`src/rtl/scp_pkg.sv`:
```
`timescale 1ns / 1ps
// ---------------------------------------------------------------------------
// scp_pkg
// Shared types, codes and character helpers for the serial command parser.
// ---------------------------------------------------------------------------
package scp_pkg;

	localparam logic [7:0] NL_CHAR   = 8'h0A;
	localparam logic [7:0] BANG_CHAR = 8'h21;

	// Sequencer position width: covers store positions 0..24.
	localparam int SEQ_W = 5;

	// Command words, left aligned in 64 bits, first character on top.
	localparam logic [63:0] W_DEVEUI  = {"DEVEUI=", 8'h00};
	localparam logic [63:0] W_JOINEUI = "JOINEUI=";
	localparam logic [63:0] W_JOIN    = {"JOIN", 32'h0};
	localparam logic [63:0] W_PRINT   = {"PRINT", 24'h0};
	localparam logic [63:0] W_STATUS  = {"STATUS", 16'h0};

	localparam logic [3:0] L_DEVEUI  = 4'd7;
	localparam logic [3:0] L_JOINEUI = 4'd8;
	localparam logic [3:0] L_JOIN    = 4'd4;
	localparam logic [3:0] L_PRINT   = 4'd5;
	localparam logic [3:0] L_STATUS  = 4'd6;

	localparam logic [SEQ_W-1:0] EUI_START_DEV  = 5'd8;
	localparam logic [SEQ_W-1:0] EUI_START_JOIN = 5'd9;

	typedef enum logic [2:0] {
		EV_UNKNOWN  = 3'd0,
		EV_SET_DEV  = 3'd1,
		EV_SET_JOIN = 3'd2,
		EV_JOIN     = 3'd3,
		EV_PRINT    = 3'd4,
		EV_STATUS   = 3'd5,
		EV_REJECTED = 3'd6,
		EV_OVERFLOW = 3'd7
	} event_t;

	typedef enum logic [2:0] {
		ST_IDLE,
		ST_MATCH,
		ST_DECIDE,
		ST_DECODE,
		ST_EMIT
	} state_t;

	typedef struct packed {
		logic             take;
		logic             clear;
		logic             rd_en;
		logic [SEQ_W-1:0] rd_pos;
		logic             chk_en;
		logic [3:0]       chk_pos;
		logic             dec_en;
		logic             dec_lo;
		logic             emit;
	} cmd_t;

	typedef struct packed {
		logic line_end;
		logic out_free;
		logic need_eui;
		logic start_join;
	} sts_t;

	// True when byte b agrees with character idx of word w, or idx is past its end.
	function automatic logic pfx_ok(input logic [63:0] w, input logic [3:0] len,
			input logic [2:0] idx, input logic [7:0] b);
		logic [7:0] ch;
		ch = w[63 - 8*idx -: 8];
		return ({1'b0, idx} >= len) || (b == ch);
	endfunction

	// Hex digit value, mod 256; non-hex bytes follow the same arithmetic.
	function automatic logic [7:0] nibble_of(input logic [7:0] c);
		logic [7:0] u;
		u = c;
		if (c >= 8'h30 && c <= 8'h39) begin
			return c - 8'h30;
		end
		if (c >= 8'h61 && c <= 8'h7A) begin
			u = c - 8'h20;
		end
		return u - 8'd55;
	endfunction

endpackage

```
`src/rtl/scp_if.sv`:
```
`timescale 1ns / 1ps
// ---------------------------------------------------------------------------
// scp_if
// Valid/ready channels: received bytes in, parse events out.
// ---------------------------------------------------------------------------
interface scp_rx_if;
	logic       valid;
	logic       ready;
	logic [7:0] rx_byte;

	modport source (output valid, output rx_byte, input ready);
	modport sink (input valid, input rx_byte, output ready);
endinterface

interface scp_res_if;
	logic        valid;
	logic        ready;
	logic [2:0]  event_res;
	logic [63:0] eui_value;
	logic [5:0]  discarded_count;

	modport source (output valid, output event_res, output eui_value,
		output discarded_count, input ready);
	modport sink (input valid, input event_res, input eui_value,
		input discarded_count, output ready);
endinterface

```
`src/rtl/scp_dpath.sv`:
```
`timescale 1ns / 1ps
// ---------------------------------------------------------------------------
// scp_dpath
// Line store, fill count, prefix match flags, hex decoder and result register.
// ---------------------------------------------------------------------------
module scp_dpath import scp_pkg::*; #(
	parameter int LINE_DEPTH = 32
) (
	input  logic        clk,
	input  logic        arst_n,
	input  cmd_t        cmd,
	output sts_t        sts,
	input  logic [7:0]  rx_byte,
	input  logic        res_ready,
	output logic        res_valid,
	output logic [2:0]  event_res,
	output logic [63:0] eui_value,
	output logic [5:0]  discarded_count
);

	localparam int ADDR_W = $clog2(LINE_DEPTH);
	localparam int FILL_W = $clog2(LINE_DEPTH + 1);

	logic [7:0]        mem [LINE_DEPTH];
	logic [LINE_DEPTH-1:0] wr_seen_q;
	logic [FILL_W-1:0] fill_q;
	logic [FILL_W-1:0] len_q;
	logic [7:0]        rd_data_q;
	logic              bang_q;
	logic              dev_q, jeui_q, join_q, print_q, status_q;
	logic [7:0]        hi_q;
	logic [63:0]       acc_q;
	logic              res_valid_q;
	event_t            ev_q;
	logic [63:0]       eui_q;
	logic [5:0]        cnt_q;

	logic              full;
	logic [ADDR_W-1:0] wr_addr;
	logic [ADDR_W-1:0] rd_addr;
	logic [2:0]        cidx;
	logic              line_ok;
	event_t            ev_line;
	logic [7:0]        lo_nib;

	assign full    = (fill_q == FILL_W'(LINE_DEPTH));
	assign wr_addr = full ? '0 : fill_q[ADDR_W-1:0];
	assign rd_addr = ADDR_W'(cmd.rd_pos);
	assign cidx    = 3'(cmd.chk_pos - 4'd1);
	assign line_ok = (len_q >= FILL_W'(2)) && bang_q;
	assign lo_nib  = nibble_of(rd_data_q);

	assign sts.line_end   = !full && (rx_byte == NL_CHAR);
	assign sts.out_free   = !res_valid_q || res_ready;
	assign sts.need_eui   = line_ok && (dev_q || jeui_q);
	assign sts.start_join = !dev_q;

	always_comb begin
		if (!line_ok)      ev_line = EV_REJECTED;
		else if (dev_q)    ev_line = EV_SET_DEV;
		else if (jeui_q)   ev_line = EV_SET_JOIN;
		else if (join_q)   ev_line = EV_JOIN;
		else if (print_q)  ev_line = EV_PRINT;
		else if (status_q) ev_line = EV_STATUS;
		else               ev_line = EV_UNKNOWN;
	end

	// store array, no reset; wr_seen_q stands in for the cleared contents
	always_ff @(posedge clk) begin
		if (cmd.take) begin
			mem[wr_addr] <= rx_byte;
		end
		if (cmd.rd_en) begin
			rd_data_q <= wr_seen_q[rd_addr] ? mem[rd_addr] : 8'h00;
		end
	end

	always_ff @(posedge clk or negedge arst_n) begin
		if (!arst_n) begin
			wr_seen_q <= '0;
			fill_q    <= '0;
		end else if (cmd.take) begin
			wr_seen_q[wr_addr] <= 1'b1;
			if (full) begin
				fill_q <= FILL_W'(1);
			end else if (rx_byte == NL_CHAR) begin
				fill_q <= '0;
			end else begin
				fill_q <= fill_q + FILL_W'(1);
			end
		end
	end

	// line length, match flags and decode accumulator
	always_ff @(posedge clk) begin
		if (cmd.clear) begin
			len_q    <= fill_q + FILL_W'(1);
			bang_q   <= 1'b0;
			dev_q    <= 1'b1;
			jeui_q   <= 1'b1;
			join_q   <= 1'b1;
			print_q  <= 1'b1;
			status_q <= 1'b1;
			acc_q    <= '0;
		end
		if (cmd.chk_en) begin
			if (cmd.chk_pos == 4'd0) begin
				bang_q <= (rd_data_q == BANG_CHAR);
			end else begin
				dev_q    <= dev_q    && pfx_ok(W_DEVEUI,  L_DEVEUI,  cidx, rd_data_q);
				jeui_q   <= jeui_q   && pfx_ok(W_JOINEUI, L_JOINEUI, cidx, rd_data_q);
				join_q   <= join_q   && pfx_ok(W_JOIN,    L_JOIN,    cidx, rd_data_q);
				print_q  <= print_q  && pfx_ok(W_PRINT,   L_PRINT,   cidx, rd_data_q);
				status_q <= status_q && pfx_ok(W_STATUS,  L_STATUS,  cidx, rd_data_q);
			end
		end
		if (cmd.dec_en) begin
			if (cmd.dec_lo) begin
				acc_q <= {acc_q[55:0], ({hi_q[3:0], 4'h0} | lo_nib)};
			end else begin
				hi_q <= lo_nib;
			end
		end
	end

	// result register
	always_ff @(posedge clk or negedge arst_n) begin
		if (!arst_n) begin
			res_valid_q <= 1'b0;
		end else if ((cmd.take && full) || cmd.emit) begin
			res_valid_q <= 1'b1;
		end else if (res_ready) begin
			res_valid_q <= 1'b0;
		end
	end

	always_ff @(posedge clk) begin
		if (cmd.take && full) begin
			ev_q  <= EV_OVERFLOW;
			eui_q <= '0;
			cnt_q <= 6'(LINE_DEPTH);
		end else if (cmd.emit) begin
			ev_q  <= ev_line;
			eui_q <= (ev_line == EV_SET_DEV || ev_line == EV_SET_JOIN) ? acc_q : '0;
			cnt_q <= (ev_line == EV_REJECTED) ? 6'(len_q) : '0;
		end
	end

	assign res_valid       = res_valid_q;
	assign event_res       = ev_q;
	assign eui_value       = eui_q;
	assign discarded_count = cnt_q;

endmodule

```
`src/rtl/scp_ctrl.sv`:
```
`timescale 1ns / 1ps
// ---------------------------------------------------------------------------
// scp_ctrl
// Sequencer: store reads for prefix match, then for the hex decode.
// ---------------------------------------------------------------------------
module scp_ctrl import scp_pkg::*; (
	input  logic clk,
	input  logic arst_n,
	input  logic take,
	input  sts_t sts,
	output cmd_t cmd,
	output logic rx_ready
);

	localparam logic [SEQ_W-1:0] MATCH_LAST  = 5'd9;
	localparam logic [SEQ_W-1:0] DECODE_LAST = 5'd16;

	state_t           state_q, state_d;
	logic [SEQ_W-1:0] seq_q;
	logic [SEQ_W-1:0] start;

	assign start = sts.start_join ? EUI_START_JOIN : EUI_START_DEV;

	always_ff @(posedge clk or negedge arst_n) begin
		if (!arst_n) begin
			state_q <= ST_IDLE;
			seq_q   <= '0;
		end else begin
			state_q <= state_d;
			seq_q   <= (state_d != state_q) ? '0 : seq_q + 5'd1;
		end
	end

	always_comb begin
		state_d = state_q;
		case (state_q)
			ST_IDLE: begin
				if (take && sts.line_end) state_d = ST_MATCH;
			end
			ST_MATCH: begin
				if (seq_q == MATCH_LAST) state_d = ST_DECIDE;
			end
			ST_DECIDE: begin
				state_d = sts.need_eui ? ST_DECODE : ST_IDLE;
			end
			ST_DECODE: begin
				if (seq_q == DECODE_LAST) state_d = ST_EMIT;
			end
			ST_EMIT: begin
				state_d = ST_IDLE;
			end
			default: begin
				state_d = ST_IDLE;
			end
		endcase
	end

	always_comb begin
		cmd      = '0;
		rx_ready = 1'b0;
		case (state_q)
			ST_IDLE: begin
				rx_ready  = sts.out_free;
				cmd.take  = take;
				cmd.clear = take && sts.line_end;
			end
			ST_MATCH: begin
				cmd.rd_en   = (seq_q != MATCH_LAST);
				cmd.rd_pos  = seq_q;
				cmd.chk_en  = (seq_q != '0);
				cmd.chk_pos = 4'(seq_q - 5'd1);
			end
			ST_DECIDE: begin
				cmd.emit = !sts.need_eui;
			end
			ST_DECODE: begin
				cmd.rd_en  = (seq_q != DECODE_LAST);
				cmd.rd_pos = seq_q + start;
				cmd.dec_en = (seq_q != '0);
				cmd.dec_lo = !seq_q[0];
			end
			ST_EMIT: begin
				cmd.emit = 1'b1;
			end
			default: begin
				cmd = '0;
			end
		endcase
	end

endmodule

```
`src/rtl/serial_command_line_parser_unit.sv`:
```
`timescale 1ns / 1ps
// ---------------------------------------------------------------------------
// serial_command_line_parser_unit
// Collects serial bytes into lines and reports parsed '!' commands.
// ---------------------------------------------------------------------------
// Usage:
//   rx  : one received byte per beat (valid/ready).
//   res : one event beat per newline-terminated line, and one per byte that
//         arrives with the store full (overflow, counts LINE_DEPTH).
//   Ordinary bytes are written to the store in their accept cycle and give
//   no event. A newline starts a check: the match state reads store positions 0..8
//   one per cycle for the '!' and prefix compare, a decide state follows, and for
//   DEVEUI=/JOINEUI= a decode state then reads 16 hex characters through the
//   single store read port, and an emit state loads the event register.
//   rx is not ready during a line check.
//   Throughput: one byte per cycle between newlines, unless stalled.
//   Stall: the event register holds the beat; rx drops ready while it is
//   full and not being taken.
//   Reset: fill count and sequencer cleared; store entries read as zero
//   until written (per-entry written flags), so no clearing pass is needed.
// ---------------------------------------------------------------------------
module serial_command_line_parser_unit import scp_pkg::*; #(
	parameter int LINE_DEPTH = 32
) (
	input  logic        clk,
	input  logic        arst_n,
	scp_rx_if.sink      rx,
	scp_res_if.source   res
);

	cmd_t cmd;
	sts_t sts;
	logic take;

	// a byte is taken when both handshake lines are high
	assign take = rx.valid && rx.ready;

	scp_ctrl u_ctrl (
		.clk      (clk),
		.arst_n   (arst_n),
		.take     (take),
		.sts      (sts),
		.cmd      (cmd),
		.rx_ready (rx.ready)
	);

	scp_dpath #(
		.LINE_DEPTH (LINE_DEPTH)
	) u_dpath (
		.clk             (clk),
		.arst_n          (arst_n),
		.cmd             (cmd),
		.sts             (sts),
		.rx_byte         (rx.rx_byte),
		.res_ready       (res.ready),
		.res_valid       (res.valid),
		.event_res       (res.event_res),
		.eui_value       (res.eui_value),
		.discarded_count (res.discarded_count)
	);

endmodule

```
`src/flat_wrapper.sv`:
```
// flat-port wrapper written by rule: the top's interface ports become plain ports
module serial_command_line_parser_unit_flat import scp_pkg::*;
#(
	parameter int LINE_DEPTH = 32
)
  (clk, arst_n, rx_valid, rx_rx_byte, rx_ready, res_valid, res_event_res, res_eui_value, res_discarded_count, res_ready);
  scp_rx_if rx_i ();
  scp_res_if res_i ();
  input  logic clk;
  input  logic arst_n;
  input wire logic [$bits(rx_i.valid)-1:0] rx_valid;
  input wire logic [$bits(rx_i.rx_byte)-1:0] rx_rx_byte;
  output wire logic [$bits(rx_i.ready)-1:0] rx_ready;
  output wire logic [$bits(res_i.valid)-1:0] res_valid;
  output wire logic [$bits(res_i.event_res)-1:0] res_event_res;
  output wire logic [$bits(res_i.eui_value)-1:0] res_eui_value;
  output wire logic [$bits(res_i.discarded_count)-1:0] res_discarded_count;
  input wire logic [$bits(res_i.ready)-1:0] res_ready;
  assign rx_i.valid = rx_valid;
  assign rx_i.rx_byte = rx_rx_byte;
  assign rx_ready = rx_i.ready;
  assign res_valid = res_i.valid;
  assign res_event_res = res_i.event_res;
  assign res_eui_value = res_i.eui_value;
  assign res_discarded_count = res_i.discarded_count;
  assign res_i.ready = res_ready;
  serial_command_line_parser_unit #(.LINE_DEPTH(LINE_DEPTH)) u_core (.clk(clk), .arst_n(arst_n), .rx(rx_i), .res(res_i));
endmodule
```
`config.mk`:
```
export PLATFORM = sky130hd
export DESIGN_NAME = serial_command_line_parser_unit_flat
export DESIGN_NICKNAME = d
export VERILOG_FILES = /design/src/rtl/scp_pkg.sv /design/src/rtl/scp_if.sv /design/src/rtl/scp_dpath.sv /design/src/rtl/scp_ctrl.sv /design/src/rtl/serial_command_line_parser_unit.sv /design/src/flat_wrapper.sv
export SDC_FILE = /design/constraint.sdc
export NUM_CORES = 1
export LEC_CHECK = 0
export BUFFER_PORTS_ARGS = -buffer_cell sky130_fd_sc_hd__buf_2
export CORE_MARGIN = 2
export CORE_UTILIZATION = 66
export DETAILED_ROUTE_END_ITERATION = 6
export GPL_TIMING_DRIVEN = 0
export PLACE_DENSITY = 0.85
export SYNTH_ARGS = -nofsm -noshare
export SYNTH_HDL_FRONTEND = slang
export SYNTH_SLANG_ARGS = --single-unit
export TNS_END_PERCENT = 1
```
`constraint.sdc`:
```
create_clock -name clk -period 4.7 [get_ports clk]
set_input_delay 1.41 -clock clk [delete_from_list [all_inputs] [get_ports clk]]
set_output_delay 1.41 -clock clk [all_outputs]
set_load 0.02 [all_outputs]
```
### Yosys cells after proc, flatten, opt, wreduce, memory -nomap -nowiden

Memory sizes are Yosys's and may differ from the RTL's. A register that Yosys moved wholly into a read port is not among the register bits.
Index checks and enable logic that the tools add are counted.

| storage, ports and cells | value |
|---|---|
| flip-flop bits (word level) | 200 |
| memory bits (writable) | 256 |
| output and inout port bits | 75 |
| memories | 1 |

| cells by class | value |
|---|---|
| $add $sub $neg | 9 |
| order comparisons | 12 |
| equal/unequal tests | 20 |
| shifts and indexed selects | 5 |
| multiplexer cells | 58 |
| bitwise logic cells | 3 |
| reduce and logical (&&, ||, !) cells | 32 |

Memories:

| memory | depth | bits a word | rd ports | clocked after memory_dff | wr ports | line | text |
|---|---|---|---|---|---|---|---|
| u_core.u_dpath.mem | 32 | 8 | 1 | 1 | 1 | scp_dpath.sv:24 | `logic [7:0] mem [LINE_DEPTH];` |

Operators by type and width:

| cell | number |
|---|---|
| variable part select 71 x 33 -> 8 bit, first input constant | 5 |
| 2-to-1 mux 64 bit | 4 |
| == test 8 bit | 5 |
| 2-to-1 mux 8 bit | 4 |
| OR 32 bit | 1 |
| 2-to-1 mux 1 bit | 27 |
| 2-to-1 mux 3 bit | 9 |
| subtractor 8 x 6 -> 8 bit, second input constant | 3 |
| 2-to-1 mux 6 bit | 3 |
| 2-to-1 mux 5 bit | 3 |
| logical AND 1 bit | 14 |
| >= comparator 3 bit, second input constant | 4 |
| less-than comparator 5 x 6 -> 1 bit, second input constant | 2 |
| case mux 3 bit (4 select lines) | 1 |
| case mux 6 bit (2 select lines) | 1 |
| == test 3 x 2 -> 1 bit, second input constant | 3 |
| == test 8 x 4 -> 1 bit, second input constant | 1 |
| == test 8 x 6 -> 1 bit, second input constant | 1 |
| >= comparator 8 x 6 -> 1 bit, second input constant | 1 |
| >= comparator 8 x 7 -> 1 bit, second input constant | 1 |
| less-or-equal comparator 8 x 6 -> 1 bit, second input constant | 1 |
| less-or-equal comparator 8 x 7 -> 1 bit, second input constant | 1 |
| logical OR 1 bit | 8 |
| OR 8 bit | 1 |
| 27 further kinds | 35 |

### Depth between registers and ports, before layout

| depth | value |
|---|---|
| word-level depth | 10 |
| gate-level depth with buffers | 13 |
| mapped depth without buffers | 11 |

### By module

A second synthesis with hierarchy kept.

| unflattened totals | value |
|---|---|
| cell total of the unflattened synthesis | 1,344 |
| area total of the unflattened synthesis | 18,724.2 sq um |

By module, submodules not included:

| module | instances | cells an instance | area an instance (sq um) | seq. area each (sq um) |
|---|---|---|---|---|
| scp_dpath | 1 | 1,255 | 17,992.3 | 12,066.6 |
| scp_ctrl | 1 | 88 | 725.7 | 200.2 |
| serial_command_line_parser_unit | 1 | 1 | 6.3 | 0.0 |

### Least setup slack after synthesis

Ideal clock, no wire load.

| path | value |
|---|---|
| path type | input -> output |
| from | input res_ready |
| to | output rx_ready |
| arrival time | 1.773 ns |
| required time | 3.290 ns |
| path slack | 1.517 ns |
| stages | 2 |
| buffers on the path | 0 |
| cell sequence | nand2b_1 and2_1 |

| on the way | value |
|---|---|
| word-level cells in the longest chain between the ends | 2 |

Ends and longest elaborated chain:

| element | line | text |
|---|---|---|
| start, declared | flat_wrapper.sv:18 | `input wire logic [$bits(res_i.ready)-1:0] res_ready;` |
| logical OR 1 bit | scp_dpath.sv:54 | `assign sts.out_free = !res_valid_q \|\| res_ready;` |
| 2-to-1 mux 1 bit | scp_ctrl.sv:61 | `case (state_q)` |
| end, declared | flat_wrapper.sv:13 | `output wire logic [$bits(rx_i.ready)-1:0] rx_ready;` |

No other way between the ends.

### Worst setup path after layout

| path | value |
|---|---|
| from | register u_core.u_dpath.dev_q |
| to | register u_core.u_dpath.rd_data_q[1] (read register of u_core.u_dpath.mem), data pin |

| on the way | value |
|---|---|
| word-level cells in the longest chain between the ends | 6 |

Ends and longest elaborated chain:

| element | line | text |
|---|---|---|
| start, declared | scp_dpath.sv:30 | `logic dev_q, jeui_q, join_q, print_q, status_q;` |
| start signal, assigned | scp_dpath.sv:110 | `dev_q <= dev_q && pfx_ok(W_DEVEUI, L_DEVEUI, cidx, rd_data_q);` |
| 2-to-1 mux 1 bit (*) | scp_ctrl.sv:22 | `assign start = sts.start_join ? EUI_START_JOIN : EUI_START_DEV;` |
| adder 5 x 4 -> 5 bit (*) | scp_ctrl.sv:78 | `cmd.rd_pos = seq_q + start;` |
| case mux 6 bit (2 select lines) (*) | scp_ctrl.sv:61 |  |
| binary-select mux 1 bit (select 5 bit) | scp_dpath.sv:74 | `rd_data_q <= wr_seen_q[rd_addr] ? mem[rd_addr] : 8'h00;` |
| 2-to-1 mux 1 bit (not written as such) | scp_dpath.sv:74 |  |
| zero test 1 bit (no source line) | -- |  |
| end, declared | scp_dpath.sv:28 | `logic [7:0] rd_data_q;` |

Mark *: on every way between the ends. The rest lies on a longest branch, timed or not. The select of a mux whose other input is x is not followed.
A chain may end at the register's enable or synchronous reset.

==> impl_metrics.toml <==
[critical_path]
crit_path_max_incr_delay_ns = 0.63
worst-endpoint-required_ns = 5.09
worstSetupEndpointType = "flip-flop"
critPathMostFrequentCell = "ha_1"
critPathKind = "reg2reg"
type_of_element_launching_the_critical_path = "flip-flop"
cp-startpoint = "u_core.u_dpath.dev_q"
cp.arrival_ns = 4.40
worstReg2RegStart = "u_core.u_dpath.dev_q"
critical_path.max_fanout = 10
slowest_stage = "a221oi_1"
timing.critical_path.cells = "inv_1 -> ha_1 -> ha_1 -> mux2_4 -> nand2_4 -> buf_6 -> buf_2 -> clkbuf_1 -> nand2_1 -> a221oi_1 -> a31oi_1 -> o211ai_1 -> and3_1"

[clocking]
max_root_sink_buffers = 3
tritoncts = "built"
worst_skew_pair.late_latency_ns = 0.56
cts.reportedPaths.clkPinSlew_ns = 0.06
cts_setup_buffers = 0
cts_hold_buffers = 0
cts_resized = 0
clock_sinks = 464
numCtsBuffers = 45
ctsHtreeMaxLevel = 2
root_buffer = "clkbuf_16"

[final_layout]
final_util = 0.7646
n_antenna_cell = 0
fillers = 1707
commonest_non_fill_non_tap_cell_in_the_layout = "nand2_1"
mostFrequentLayoutCells = "nand2_1, edfxtp_1, dfxtp_1, a21oi_1, buf_2"
fin_nets = 1788
layout-area-overhead-vs-synth_pct = 13.32
layout-drive-gt1-share = 0.1340

[global_routing]
groute.layer.met1.usage = 0.4406
top_usage_layer = "met2"
grt_usage = 0.3372
global_route.overflow_total = 0
global_route_wire_length_before_repair_mm = 78.52
initial_antenna_violation_count = 1
globalRouteMet3Util = 0.06442
grt_use_met2 = 0.5492
largest_net_degree_at_the_start_of_global_routing = 48
first_global_vias = 14050

[die]
std_cell_rows = 61
starting_density_of_the_core = 0.6748
dieHeight_um = 173.0
io_pins = 87
die_extent_in_x_um = 173.0
die_outline_area_um2 = 29930
core_area_um2 = 27930

[sta]
unrepaired_setup_endpoints_after_global_routing = "no"
final.setup_skew_ns = 0.02854
fmax_mhz = 249.3
timing.final.max_slew_violations = 0
finalSetupViolations = 0
slew-limit-headroom = 0.2653
finalCritPeriodShare = 0.8536
setup-tns-final_ns = 0
hold_viol_final = 0
finalCriticalPeriod_ns = 4.012
worst_slew_pin_slew_ns = 1.102

[route]
drt-wirelength-per-cell_um = 23.52
drt-initial-drc-count = 2025
vias = 14280
final_antenna_net_count = 0
via_per_inst = 6.607
wirelength_mm = 50.83
dr.pass1.iters = 6
drt_drc_violations_left = 0

[yosys]
seq_area_frac_synth = 0.6508
synthesis.area_per_instance_um2 = 11.66
synthArstFlopShare = 0.1013
ys_warn_count = 0
ys_types = 71
synth.net_count = 1655
yosys_register_bits = 464
synth.cell_area_um2 = 18850
synth-edff-count = 274
netlist_instances = 1617
dominantRegCellSynth = "edfxtp_1"

[place]
gp_congestion = 0.9461
post-dp-hpwl_mm = 32.15
numPortBuffers = 86

[power]
power_density_nw_per_um2 = 482.1
max-vdd-ir-drop_mv = 0.4767
leakage_component_of_the_power_uw = 0.008569

[run_status]
status = "completed"

[hold_path]
hold_path.startpoint = "u_core.u_dpath.acc_q[4]"
kind_of_path_behind_the_tightest_hold_check = "reg2reg"

[run]
drv_cap = 0
-- cells by family after synthesis --
family | after synthesis | synth area share
compound gates | 347 | 0.1268
xor+xnor | 27 | 0.01255
fa+ha+maj | 26 | 0.01726
buf+inv | 129 | 0.02881
flops | 464 | 0.6508
mux | 26 | 0.02018
simple gates | 598 | 0.1436
-- critical path: cells and delay by family, from the launching register on --
| family | cells | cell delay, ns |
|---|---|---|
| muxes | 1 | 0.29 |
| AOI/OAI and AO/OA | 3 | 0.92 |
| buffers and inverters | 4 | 1.16 |
| and+or+nand+nor | 3 | 0.53 |
| adders and majority gates | 2 | 0.51 |
| DFF | 1 | 0.43 |
-- sequential cells by signal, summed over array words and instances (netlist names) --
register                        cells
u_core.u_dpath.mem                256
u_core.u_dpath.acc_q               64
u_core.u_dpath.eui_value           64
u_core.u_dpath.wr_seen_q           32
u_core.u_dpath.rd_data_q            8
u_core.u_dpath.discarded_count      6
u_core.u_dpath.fill_q               6
u_core.u_dpath.len_q                6
u_core.u_ctrl.seq_q                 5
u_core.u_dpath.hi_q                 4
u_core.u_ctrl.state_q               3
u_core.u_dpath.event_res            3
u_core.u_dpath.bang_q               1
u_core.u_dpath.dev_q                1
u_core.u_dpath.jeui_q               1
u_core.u_dpath.join_q               1
u_core.u_dpath.print_q              1
u_core.u_dpath.res_valid            1
u_core.u_dpath.status_q             1
-- layout make-up --
class,instances,area (um^2),area share
Tap cell,378,473.0,0.02214
Buffer,111,475.5,0.02226
Timing Repair Buffer,86,430.4,0.02015
Sequential cell,464,12270,0.5743
Clock buffer,53,1207,0.05653
Clock inverter,27,399.1,0.01869
Inverter,18,67.56,0.003163
Multi-Input combinational cell,1024,6040,0.2828
-- layer usage --
metal | vias to the layer above | routed length, um
met3 | 212 | 5334
met4 | 2 | 2529
li1 | 6182 | -
met2 | 1027 | 24480
met5 | - | 12
met1 | 6855 | 18480
-- synth_stat cells, types with 3 or more instances --
cell type	count	area share
nand2_1	295	0.059
edfxtp_1	274	0.44
dfxtp_1	143	0.15
a21oi_1	126	0.033
nand3_1	95	0.025
nor2_1	94	0.019
a22o_1	74	0.034
clkbuf_1	71	0.014
dfrtp_1	47	0.062
a221oi_1	46	0.021
or2_2	32	0.011
a22oi_1	26	0.010
ha_1	26	0.017
buf_2	23	0.0061
o21ai_0	22	0.0058
inv_1	17	0.0034
xnor2_1	17	0.0079
a31oi_1	15	0.0050
and3_1	15	0.0050
mux2i_1	14	0.0074
nor3_1	12	0.0032
buf_1	11	0.0022
o211ai_1	10	0.0040
xor2_1	10	0.0046
mux4_2	9	0.011
and2_1	8	0.0027
nand3b_1	7	0.0028
nand4_1	6	0.0020
buf_4	4	0.0016
nand2b_1	4	0.0013
or3_1	4	0.0013
a2111oi_0	3	0.0014
nor2b_1	3	0.0010
nor4_1	3	0.0010
o32ai_1	3	0.0014
or4_1	3	0.0012
-- final timing paths --
kind / depth (start not counted) / slack [ns] / to
min: 2 / 0.45 / u_core.u_dpath.acc_q[12]
min in group asynchronous: 1 / 1.07 / u_core.u_dpath.wr_seen_q[0]
max in group asynchronous: 1 / 2.94 / u_core.u_dpath.res_valid
max: 13 / 0.69 / u_core.u_dpath.rd_data_q[1]
min reg2reg: 2 / 0.45 / u_core.u_dpath.acc_q[12]
max reg2reg: 13 / 0.69 / u_core.u_dpath.rd_data_q[1]
-- stage by stage --
| stage | setup WS, ns | std cells | power, uW | hold slack, ns | cell area [um^2] |
|---|---|---|---|---|---|
| global placement | 0.7574 | 2081 | 6301 | 0.4402 | 19750 |
| floorplan | 1.517 | 1617 | 5866 | 0.4266 | 18850 |
| global route | 0.5729 | 2161 | 10590 | 0.4751 | 21360 |
| CTS | 0.8023 | 2161 | 10240 | 0.4534 | 21360 |
| finish | 0.6883 | 2161 | 10300 | 0.4539 | 21360 |
| detailed placement | 0.7267 | 2081 | 6375 | 0.4478 | 19750 |
-- where the power goes --
group / total [uW] / internal, uW / switching (uW)
Combinational: 1550 / 535 / 1010
Sequential: 4840 / 4650 / 193
Clock: 3910 / 2380 / 1520
Total: 10300 / 7570 / 2730
(Power assumes the default switching activity.)
